<file path="src/rtl/sha_pkg.sv">
// package: types, round constants and a helper function for the sha-256 hasher
`default_nettype none
package sha_pkg;

  typedef struct packed {
    logic [7:0] data_byte;
    logic       has_byte;
    logic       last_of_message;
  } sha_in_t;

  typedef struct packed {
    logic [31:0] digest_word;
    logic [2:0]  word_index;
    logic        last_word;
  } sha_out_t;

  // controller to datapath
  typedef struct packed {
    logic       init_hash;   // load initial hash values
    logic       wr_byte;     // shift wr_data in and advance the fill position
    logic [7:0] wr_data;
    logic       clr_len;
    logic       add_len;     // bit count += 8
    logic       start_blk;   // load working vars and start rounds
    logic [2:0] out_sel;
  } sha_cmd_t;

  // datapath to controller
  typedef struct packed {
    logic       blk_done;    // pulse: compression of a block finished
    logic       busy;
    logic [5:0] fill;
    logic [7:0] len_byte;    // bit count byte chosen by fill[2:0]
  } sha_sts_t;

  localparam logic [31:0] INIT_HASH [8] = '{
    32'h6a09e667, 32'hbb67ae85, 32'h3c6ef372, 32'ha54ff53a,
    32'h510e527f, 32'h9b05688c, 32'h1f83d9ab, 32'h5be0cd19};

  localparam logic [31:0] ROUND_K [64] = '{
    32'h428a2f98, 32'h71374491, 32'hb5c0fbcf, 32'he9b5dba5,
    32'h3956c25b, 32'h59f111f1, 32'h923f82a4, 32'hab1c5ed5,
    32'hd807aa98, 32'h12835b01, 32'h243185be, 32'h550c7dc3,
    32'h72be5d74, 32'h80deb1fe, 32'h9bdc06a7, 32'hc19bf174,
    32'he49b69c1, 32'hefbe4786, 32'h0fc19dc6, 32'h240ca1cc,
    32'h2de92c6f, 32'h4a7484aa, 32'h5cb0a9dc, 32'h76f988da,
    32'h983e5152, 32'ha831c66d, 32'hb00327c8, 32'hbf597fc7,
    32'hc6e00bf3, 32'hd5a79147, 32'h06ca6351, 32'h14292967,
    32'h27b70a85, 32'h2e1b2138, 32'h4d2c6dfc, 32'h53380d13,
    32'h650a7354, 32'h766a0abb, 32'h81c2c92e, 32'h92722c85,
    32'ha2bfe8a1, 32'ha81a664b, 32'hc24b8b70, 32'hc76c51a3,
    32'hd192e819, 32'hd6990624, 32'hf40e3585, 32'h106aa070,
    32'h19a4c116, 32'h1e376c08, 32'h2748774c, 32'h34b0bcb5,
    32'h391c0cb3, 32'h4ed8aa4a, 32'h5b9cca4f, 32'h682e6ff3,
    32'h748f82ee, 32'h78a5636f, 32'h84c87814, 32'h8cc70208,
    32'h90befffa, 32'ha4506ceb, 32'hbef9a3f7, 32'hc67178f2};

  localparam logic [7:0] PAD_BYTE = 8'h80;
  localparam logic [5:0] LEN_POS  = 6'd56;

  function automatic logic [31:0] rotr(input logic [31:0] x, input int n);
    rotr = (x >> n) | (x << (32 - n));
  endfunction

endpackage
`default_nettype wire

</file>
<file path="src/rtl/sha_datapath.sv">
// datapath: byte shift-in, bit count, message schedule, round unit and hash words
`default_nettype none
module sha_datapath import sha_pkg::*; (
  input  wire logic     clk,
  input  wire logic     rst_n,
  input  wire sha_cmd_t cmd,
  output sha_sts_t      sts,
  output logic [31:0]   hash_word
);

  logic [5:0]  fill_r, fill_nxt;
  logic [63:0] len_r, len_nxt;
  logic [31:0] h_r [8];
  logic [31:0] v_r [8];
  logic [31:0] w_r [16];
  logic [5:0]  rnd_r, rnd_nxt;
  logic        busy_r, busy_nxt;
  logic        done_r, done_nxt;

  logic [31:0] wt, t1, t2, wnew, s0, s1, e, a;

  assign e  = v_r[4];
  assign a  = v_r[0];
  assign wt = w_r[0];
  assign s0 = rotr(w_r[1], 7) ^ rotr(w_r[1], 18) ^ (w_r[1] >> 3);
  assign s1 = rotr(w_r[14], 17) ^ rotr(w_r[14], 19) ^ (w_r[14] >> 10);
  assign wnew = s1 + w_r[9] + s0 + w_r[0];
  assign t1 = v_r[7] + (rotr(e, 6) ^ rotr(e, 11) ^ rotr(e, 25))
            + ((e & v_r[5]) ^ (~e & v_r[6])) + ROUND_K[rnd_r] + wt;
  assign t2 = (rotr(a, 2) ^ rotr(a, 13) ^ rotr(a, 22))
            + ((a & v_r[1]) ^ (a & v_r[2]) ^ (v_r[1] & v_r[2]));

  always_comb begin
    fill_nxt = fill_r;
    len_nxt  = len_r;
    rnd_nxt  = rnd_r;
    busy_nxt = busy_r;
    done_nxt = 1'b0;
    if (cmd.wr_byte) fill_nxt = fill_r + 6'd1;
    if (cmd.add_len) len_nxt = len_r + 64'd8;
    if (cmd.clr_len) len_nxt = '0;
    if (cmd.start_blk) begin
      busy_nxt = 1'b1;
      rnd_nxt  = '0;
    end else if (busy_r) begin
      rnd_nxt = rnd_r + 6'd1;
      if (rnd_r == 6'd63) begin
        busy_nxt = 1'b0;
        done_nxt = 1'b1;
      end
    end
  end

  always_ff @(posedge clk) begin
    if (!rst_n) begin
      fill_r <= '0;
      len_r  <= '0;
      rnd_r  <= '0;
      busy_r <= 1'b0;
      done_r <= 1'b0;
    end else begin
      fill_r <= fill_nxt;
      len_r  <= len_nxt;
      rnd_r  <= rnd_nxt;
      busy_r <= busy_nxt;
      done_r <= done_nxt;
    end
  end

  // payload registers
  always_ff @(posedge clk) begin
    if (!rst_n || cmd.init_hash) begin
      for (int i = 0; i < 8; i++) h_r[i] <= INIT_HASH[i];
    end else if (busy_r && rnd_r == 6'd63) begin
      h_r[0] <= h_r[0] + t1 + t2;
      h_r[1] <= h_r[1] + v_r[0];
      h_r[2] <= h_r[2] + v_r[1];
      h_r[3] <= h_r[3] + v_r[2];
      h_r[4] <= h_r[4] + v_r[3] + t1;
      h_r[5] <= h_r[5] + v_r[4];
      h_r[6] <= h_r[6] + v_r[5];
      h_r[7] <= h_r[7] + v_r[6];
    end
    if (cmd.start_blk) begin
      for (int i = 0; i < 8; i++) v_r[i] <= h_r[i];
    end else if (busy_r) begin
      v_r[7] <= v_r[6];
      v_r[6] <= v_r[5];
      v_r[5] <= v_r[4];
      v_r[4] <= v_r[3] + t1;
      v_r[3] <= v_r[2];
      v_r[2] <= v_r[1];
      v_r[1] <= v_r[0];
      v_r[0] <= t1 + t2;
    end
    // bytes shift in at the bottom, so a full block leaves byte 0 on top of word 0
    if (cmd.wr_byte) begin
      for (int i = 0; i < 15; i++) w_r[i] <= {w_r[i][23:0], w_r[i+1][31:24]};
      w_r[15] <= {w_r[15][23:0], cmd.wr_data};
    end else if (busy_r) begin
      for (int i = 0; i < 15; i++) w_r[i] <= w_r[i+1];
      w_r[15] <= wnew;
    end
  end

  assign sts.blk_done = done_r;
  assign sts.busy     = busy_r;
  assign sts.fill     = fill_r;
  assign sts.len_byte = len_r[8*(7 - fill_r[2:0]) +: 8];
  assign hash_word    = h_r[cmd.out_sel];

endmodule
`default_nettype wire

</file>
<file path="src/rtl/sha_ctrl.sv">
// controller: byte intake, padding sequence and digest output
`default_nettype none
module sha_ctrl import sha_pkg::*; (
  input  wire logic     clk,
  input  wire logic     rst_n,
  input  wire logic     in_valid,
  output logic          in_ready,
  input  wire sha_in_t  in_data,
  output logic          out_valid,
  input  wire logic     out_ready,
  output sha_out_t      out_data,
  input  wire sha_sts_t sts,
  input  wire logic [31:0] hash_word,
  output sha_cmd_t      cmd
);

  localparam logic [2:0] S_IDLE = 3'd0;
  localparam logic [2:0] S_COMP = 3'd1;  // compress during intake
  localparam logic [2:0] S_PAD  = 3'd2;  // pad byte
  localparam logic [2:0] S_ZERO = 3'd3;
  localparam logic [2:0] S_LEN  = 3'd4;
  localparam logic [2:0] S_PCMP = 3'd5;  // compress during finish
  localparam logic [2:0] S_OUT  = 3'd6;

  logic [2:0] state_r, state_nxt;
  logic [2:0] ret_r, ret_nxt;     // where to go after finish compression
  logic [2:0] idx_r, idx_nxt;
  logic       fin_r, fin_nxt;     // pending finish after intake compression

  logic acc;
  assign in_ready = (state_r == S_IDLE);
  assign acc = in_valid && in_ready;

  always_comb begin
    state_nxt = state_r;
    ret_nxt   = ret_r;
    idx_nxt   = idx_r;
    fin_nxt   = fin_r;
    cmd       = '0;
    cmd.out_sel = idx_r;
    case (state_r)
      S_IDLE: begin
        if (acc) begin
          if (in_data.has_byte) begin
            cmd.wr_byte = 1'b1;
            cmd.wr_data = in_data.data_byte;
            cmd.add_len = 1'b1;
          end
          fin_nxt = in_data.last_of_message;
          if (in_data.has_byte && sts.fill == 6'd63) begin
            cmd.start_blk = 1'b1;
            state_nxt = S_COMP;
          end else if (in_data.last_of_message) begin
            state_nxt = S_PAD;
          end
        end
      end
      S_COMP: begin
        if (sts.blk_done) state_nxt = fin_r ? S_PAD : S_IDLE;
      end
      S_PAD: begin
        cmd.wr_byte = 1'b1;
        cmd.wr_data = PAD_BYTE;
        if (sts.fill == 6'd63) begin
          cmd.start_blk = 1'b1;
          ret_nxt = S_ZERO;
          state_nxt = S_PCMP;
        end else begin
          state_nxt = (sts.fill + 6'd1 == LEN_POS) ? S_LEN : S_ZERO;
        end
      end
      S_ZERO: begin
        if (sts.fill == LEN_POS) begin
          state_nxt = S_LEN;
        end else begin
          cmd.wr_byte = 1'b1;
          cmd.wr_data = '0;
          if (sts.fill == 6'd63) begin
            cmd.start_blk = 1'b1;
            ret_nxt = S_ZERO;
            state_nxt = S_PCMP;
          end
        end
      end
      S_LEN: begin
        cmd.wr_byte = 1'b1;
        cmd.wr_data = sts.len_byte;
        if (sts.fill == 6'd63) begin
          cmd.start_blk = 1'b1;
          ret_nxt = S_OUT;
          state_nxt = S_PCMP;
        end
      end
      S_PCMP: begin
        if (sts.blk_done) begin
          state_nxt = ret_r;
          idx_nxt = '0;
        end
      end
      S_OUT: begin
        if (out_ready) begin
          idx_nxt = idx_r + 3'd1;
          if (idx_r == 3'd7) begin
            cmd.init_hash = 1'b1;
            cmd.clr_len = 1'b1;
            state_nxt = S_IDLE;
          end
        end
      end
      default: state_nxt = S_IDLE;
    endcase
  end

  always_ff @(posedge clk) begin
    if (!rst_n) begin
      state_r <= S_IDLE;
      ret_r   <= S_IDLE;
      idx_r   <= '0;
      fin_r   <= 1'b0;
    end else begin
      state_r <= state_nxt;
      ret_r   <= ret_nxt;
      idx_r   <= idx_nxt;
      fin_r   <= fin_nxt;
    end
  end

  assign out_valid = (state_r == S_OUT);
  assign out_data.digest_word = hash_word;
  assign out_data.word_index  = idx_r;
  assign out_data.last_word   = (idx_r == 3'd7);

endmodule
`default_nettype wire

</file>
<file path="src/rtl/sha256_message_hasher_core.sv">
// top level of the sha-256 message hasher
//
// input channel: one request per message byte (in_data.data_byte with
//   has_byte set); last_of_message closes the message, with or without a byte
// output channel: eight digest words, word 0 (most significant) first,
//   last_word marks word 7
// throughput: bytes are taken one per cycle while in_ready is high; the 64th
//   byte of a block starts a compression of 64 rounds, one per cycle in the
//   shared round unit, and no request is taken until the done pulse of that
//   compression has reached the controller
// finish: pad byte, zeros and the eight length bytes are written one a cycle,
//   with a step that writes nothing when the zeros reach byte 56 (none when
//   the pad byte lands on byte 55); there are one or two padded blocks, each
//   compressed in the shared round unit; the first digest word is offered when
//   the last one is done, then one word per cycle while out_ready is high
// a stalled receiver holds the current word; no request is taken until
//   all eight words have gone, after which a new message starts at once
// reset (synchronous, rst_n low) loads the initial hash values and clears
//   the fill position and bit count; the message words are not cleared
`default_nettype none
module sha256_message_hasher_core import sha_pkg::*; (
  input  wire logic    clk,
  input  wire logic    rst_n,
  input  wire logic    in_valid,
  output logic         in_ready,
  input  wire sha_in_t in_data,
  output logic         out_valid,
  input  wire logic    out_ready,
  output sha_out_t     out_data
);

  sha_cmd_t    cmd;
  sha_sts_t    sts;
  logic [31:0] hash_word;

  // sequencer for intake, padding and digest output
  sha_ctrl u_ctrl (
    .clk, .rst_n, .in_valid, .in_ready, .in_data,
    .out_valid, .out_ready, .out_data, .sts, .hash_word, .cmd
  );

  // byte shift-in, schedule and round unit
  sha_datapath u_dp (
    .clk, .rst_n, .cmd, .sts, .hash_word
  );

endmodule
`default_nettype wire

</file>
<file path="config.mk">
export PLATFORM = sky130hd
export DESIGN_NAME = sha256_message_hasher_core
export DESIGN_NICKNAME = d
export VERILOG_FILES = /design/src/rtl/sha_pkg.sv /design/src/rtl/sha_datapath.sv /design/src/rtl/sha_ctrl.sv /design/src/rtl/sha256_message_hasher_core.sv
export SDC_FILE = /design/constraint.sdc
export NUM_CORES = 2
export LEC_CHECK = 0
export BUFFER_PORTS_ARGS = -buffer_cell sky130_fd_sc_hd__clkbuf_2
export CAP_MARGIN = 10
export CORE_UTILIZATION = 44
export DETAILED_ROUTE_END_ITERATION = 7
export GPL_TIMING_DRIVEN = 0
export PLACE_DENSITY_LB_ADDON = 0.2
export SLEW_MARGIN = 20
export SYNTH_ARGS = -nofsm -noshare
export SYNTH_HDL_FRONTEND = slang
export SYNTH_SLANG_ARGS = --single-unit
</file>
<file path="constraint.sdc">
create_clock -name clk -period 15.3 [get_ports clk]
set_input_delay 2.295 -clock clk [delete_from_list [all_inputs] [get_ports clk]]
set_output_delay 2.295 -clock clk [all_outputs]
set_load 0.02 [all_outputs]
</file>
* Word-level counts from Yosys, hierarchy flattened
Memories as Yosys holds them, arrays and structs flattened. A register that Yosys moved wholly into a read port is not among the register bits.
Cells that the tools add are included.
Widths: inputs -> output; s select.
** Cells by class
- Add/subtract/negate cells :: 25
- Order comparisons :: 1
- Equality and inequality tests :: 19
- Shift-type cells :: 1
- Mux-type cells :: 88
- Bitwise gates (word level) :: 62
- Reduce and logical (&&, ||, !) cells :: 16
** Operators with widths (number)
- $mux 32 :: 34
- $add 32x32->32 :: 20
- $xor 32x32->32 :: 9
- $and 32x32->32 :: 5
- $add 64x4->64 const B :: 1
- $shiftx 64x33->8 :: 1
- $mux 3 :: 18
- $pmux 9 s4 :: 1
- $not 32->32 :: 1
- $or 1x1->1 :: 32
- $or 10x32->32 :: 1
- $or 13x32->32 :: 1
- $or 14x32->32 :: 1
- $or 15x32->32 :: 1
- $or 19x32->32 :: 1
- $or 21x32->32 :: 1
- $or 25x32->32 :: 1
- $or 26x32->32 :: 1
- $or 30x32->32 :: 1
- $or 7x32->32 :: 1
- $xor 32x22->32 :: 1
- $xor 32x29->32 :: 1
- $mux 9 :: 3
- $mux 1 :: 26
- 29 further kinds :: 49
** Storage, ports and cells
- Register bits after elaboration :: 88
- Memory bits (writable) :: 1024
- ROM bits :: 2048
- Input bits :: 14
- Output and inout bits :: 38
- Word-level logic and storage cells :: 225
- Memories :: 4
** Memories
- (name not given) :: words 64, bits a word 32, read ports 1, clocked after memory_dff 0, wr ports 0, RTL line sha_datapath.sv:29 : + ((e & v_r[5]) ^ (~e & v_r[6])) + ROUND_K[rnd_r] + wt;
- u_dp.w_r :: words 16, bits a word 32, read ports 16, clocked after memory_dff 0, wr ports 16, RTL line sha_datapath.sv:15 : logic [31:0] w_r [16];
- u_dp.h_r :: words 8, bits a word 32, read ports 9, clocked after memory_dff 1, wr ports 8, RTL line sha_datapath.sv:13 : logic [31:0] h_r [8];
- u_dp.v_r :: words 8, bits a word 32, read ports 8, clocked after memory_dff 0, wr ports 8, RTL line sha_datapath.sv:14 : logic [31:0] v_r [8];

* Logic depth before layout (Yosys ltp)
An unclocked memory read counts as a cell.
- Depth in word-level cells :: 11
- Mapped depth :: 42
- Depth with buffers taken out :: 41

* Modules after synthesis
From an unflattened synthesis, not the netlist that was laid out.
** Second synthesis, totals
- Cells, all modules :: 7174
- Area, all modules :: 76759.9 µm²
** Modules (own cells, without submodules)
- sha_datapath :: instances 1, cells an instance 7031, area each 75683.8 µm², sequential area each 32250.9 µm²
- sha_ctrl :: instances 1, cells an instance 143, area each 1076.0 µm², sequential area each 200.2 µm²

* Worst setup path after synthesis
OpenSTA, ideal clock, no wires.
- Path kind :: in2reg
- From :: in in_valid
- To :: mem u_dp.w_r[0][0] (enable)
- Library setup time :: 3.648 ns
- Arrival :: 11.826 ns
- Data required time :: 11.652 ns
- Slack :: -0.174 ns
- Stages on the path :: 6
- Path buffers :: 3
- Cells stage by stage :: a211oi_1 a221o_1 clkbuf_1 clkbuf_1 buf_1 nand2_1
** RTL lines
- start: declaration :: RTL line sha256_message_hasher_core.sv:24 : input wire logic in_valid,
- end: declaration :: RTL line sha_datapath.sv:15

==> summary.txt <==
Power
  – Total Power: 12000 uW
  – Sw power: 4590 uW
  – PwrDens: 142 mW/mm^2
  – Clock power frac: 26.3%
  – Switching share of power: 38.4%
  – Int Pwr: 7360 uW
  – Sequential power share: 32.8%
  – Peak supply drop: 0.000157 V
  – Leak: 0.0320 uW
  – Logic pwr share: 40.9%

Clock tree
  – Post-CTS sizing: 0
  – Hold Buf Count CTS: 0
  – Clk Latency, worst-skew pair: 0.81 ns
  – CTS root buf: clkbuf_16
  – H-tree levels: 4
  – Worst-path clk slew: 0.07 ns
  – Post-CTS setup buffers: 0
  – Clk sinks: 1112
  – CTS Buffer Depth: 3
  – CTS Buf Count: 136
  – CTS tree: done

Synthesis
  – EDFF count, synth: 1024
  – Synthesized Nets: 7729
  – Synth Cell Area: 0.0764 sq mm
  – Largest cells by area after synthesis: edfxtp_1 40%, mux2_2 8.1%, ha_1 7.0%
  – #FFs+latches synth: 1112
  – Synth Instances: 7059
  – Mean Syn Cell Area: 10.8 sq um
  – Sequential share of the synthesized area: 42.5%
  – Yosys Warn Count: 0
  – Synth async-reset ratio: 0%
  – Post-synth cell types: 97
  – Top FF cell, synth: edfxtp_1
  – Synth top area share: 40.2%
  – Top cell type by total area after synthesis: edfxtp_1

Die
  – Top Ports: 52
  – Core area: 0.172 sq mm
  – Die Span Y: 419 microns
  – Row cnt: 152
  – Die X: 419 microns
  – Initial Util: 44.4%
  – Die area: 0.175 sq mm

Timing
  – Max-slew headroom: 16.0%
  – Fin Clk Skew: 0.0443 ns
  – Post-layout min period: 12.19 ns
  – Final hold vios: 0
  – Slew at the pin closest to its max-slew limit: 1.26 ns
  – Worst hold margin: 0.489 ns
  – TNS Setup: 0 ns
  – Fmax: 82.0 MHz
  – # setup viols final: 0
  – Fin. max-slew vios: 0
  – Ratio of final minimum period to clock period: 79.7%
  – Unrepaired setup endpoints after global routing: no

Worst setup path
  – Crit-path slowest cell: a2111oi_1
  – Startpoint types: flip-flop
  – CP endpoint kind: flip-flop
  – FF-to-FF path depth: 33
  – Critical path capture point: u_dp.h_r[0][31]
  – Most numerous cell on the critical path: fa_1
  – Worst r2r src: u_dp.rnd_r[1]
  – Worst EP arrival: 12.83 ns
  – Reg2reg setup slack: 3.11 ns
  – Worst EP required: 15.95 ns
  – Critical path's largest stage delay: 0.85 ns
  – Crit Reg-Reg Endpoint: u_dp.h_r[0][31]
  – Crit Path Category: flip-flop to flip-flop
  – CP Launch Point: u_dp.rnd_r[1]
  – CP Max Fanout: 13

Route
  – WL per Instance: 26.4 microns
  – Total Wirelength: 256 mm
  – DRT antenna net count: 0
  – Vias per inst: 5.85
  – Drt first-iter violations: 6176
  – Residual DRC: 5
  – Pre-Repair DR Iteration Count: 8
  – Vias: 56700

Layout
  – Non-filler instance count after layout: 9690
  – Design Area, Final: 0.0845 sq mm
  – Area growth, synth to finish: 10.5%
  – Share of layout cells above drive strength 1: 13.4%
  – Nets: 7942
  – # fillers: 15800

Flow run
  – Max-Cap Viols: 0

GRT
  – Initial antenna violation count: 8
  – Vias in the first global route: 54200
  – Total GRT Usage: 29.0%
  – First-pass GRT wire length: 372 mm
  – GRT Residual Overflow: 0
  – Largest net degree at the start of global routing: 102

Place
  – Input/output buffers: 51
  – Placed cells: 9443
  – Cell Area, Placed: 0.0802 sq mm
  – Half-perimeter wire length after placement: 199 mm
  – Final RePlAce weighted congestion: 0.988

Worst hold path
  – Min-delay worst type: flip-flop to flip-flop

Outcome
  – Run status: finished with violations
  – Failing checks: DRC
## stage by stage
stage / utilization, % / setup slack [ns]
final: 49.1 / 3.11
after CTS: 49.1 / 3.51
after detailed placement: 46.6 / 3.59
after global routing: 49.1 / 2.80
after floorplan: - / 5.08
after global placement: 46.2 / 0.326
## flip-flops by register name, summed over array words and instances (netlist names), named ones only
signal          count
u_dp.v_r          256
u_ctrl.ret_r        3
u_dp.w_r          512
u_dp.fill_r         6
u_dp.busy_r         1
u_dp.len_r         61
u_ctrl.fin_r        1
u_dp.rnd_r          6
u_dp.done_r         1
u_ctrl.state_r      3
u_ctrl.idx_r        3
u_dp.h_r          256
## worst max-delay path, delay by kind of cell, from the launching register on
kind	cells	cell delay, ns
xor+xnor	3	1.21
buf+inv	6	1.92
flops	1	0.65
compound gates	9	3.86
simple gates	8	1.10
fa+ha+maj	7	3.27
## layout make-up
type                       instances  area [sq um]  share of cell area (%)
antenna                            2          5.00                 0.00593
multi-input combinational       5194         41100                    48.7
tap                             2310          2890                    3.42
timing repair buffer              75           813                   0.963
sequential                      1112         32500                    38.5
buffer                           339          1330                    1.57
clock buffer                     174          3620                    4.29
inverter                         414          1550                    1.84
clock inverter                    70           599                   0.710
## power by group through the flow
| stage | registers, uW | logic, uW | clock network, uW |
|---|---|---|---|
| final | 3920 | 4890 | 3150 |
| after global routing | 3940 | 5310 | 3300 |
| after CTS | 3920 | 4750 | 3190 |
| after detailed placement | 3980 | 4690 | 0 |
| after global placement | 4060 | 4640 | 0 |
| after floorplan | 3910 | 3360 | 0 |
## cells in the mapped netlist, types with 17 or more instances
master / instances
o31ai_1: 31
a21oi_1: 396
and2_1: 28
xor2_1: 227
buf_2: 20
edfxtp_1: 1024
inv_1: 412
o21a_1: 72
o21bai_1: 40
mux2i_1: 46
a21o_1: 176
clkbuf_1: 279
nand3_1: 98
dfxtp_1: 88
a21boi_0: 17
fa_1: 227
mux2_2: 551
and3_1: 54
a31oi_1: 48
mux4_2: 86
buf_1: 36
or3_1: 39
o211ai_1: 24
xnor2_1: 424
a211oi_1: 41
o21ai_0: 331
nor2b_1: 63
nor2_1: 375
ha_1: 429
maj3_1: 31
nor3_1: 83
nand2b_1: 83
nand4_1: 26
nand2_1: 927
## how the worst min path moves through the flow
stage / from / to / slack (ns) / depth (start not counted)
4_1_cts: u_ctrl.ret_r[1] / u_ctrl.ret_r[1] / 0.49 / 1
6_report: u_ctrl.ret_r[1] / u_ctrl.ret_r[1] / 0.49 / 1
5_1_grt: u_ctrl.ret_r[1] / u_ctrl.ret_r[1] / 0.50 / 1
3_5_place_dp: u_ctrl.ret_r[1] / u_ctrl.ret_r[1] / 0.46 / 1
2_1_floorplan: u_ctrl.ret_r[1] / u_ctrl.ret_r[1] / 0.44 / 1
3_3_place_gp: u_ctrl.fin_r / u_ctrl.fin_r / 0.46 / 2
## cells by family after synthesis
family / after synthesis / synth area share [%]
simple gates: 1831 / 10.5
fa+ha+maj: 687 / 13.4
flops: 1112 / 42.5
xor+xnor: 656 / 7.59
buf+inv: 753 / 3.75
mux: 683 / 11.3
compound gates: 1337 / 11.0
## routing by layer
metal | vias to the layer above | share of wire, % | GRT usage, %
li1 | 25700 | - | -
met1 | 28500 | 46 | 42.7
met2 | 2236 | 42 | 42.0
met3 | 359 | 9.3 | 7.24
met4 | 4 | 2.5 | 7.61
met5 | - | 0.030 | 0.278
## cell usage in the layout, fill, tap and decap left out, types with 26 or more instances in the layout
cell type / instances
nand2_1: 924
nor3_1: 83
clkbuf_1: 297
and2_1: 28
and3_1: 54
fa_1: 227
a31oi_1: 47
o31ai_1: 31
clkinv_1: 27
mux2i_1: 46
o21a_1: 72
a21o_1: 176
o21ai_0: 328
clkbuf_16: 137
inv_1: 412
nor2b_1: 63
mux4_2: 86
a21oi_1: 396
or3_1: 39
mux2_2: 551
buf_1: 34
maj3_1: 31
nand4_1: 26
nand2b_1: 83
dfxtp_1: 88
clkbuf_2: 66
ha_1: 429
nand3_1: 98
xnor2_1: 424
edfxtp_1: 1024
xor2_1: 227
o21bai_1: 40
a211oi_1: 40
nor2_1: 375
Power figures use the tool's default switching activity.
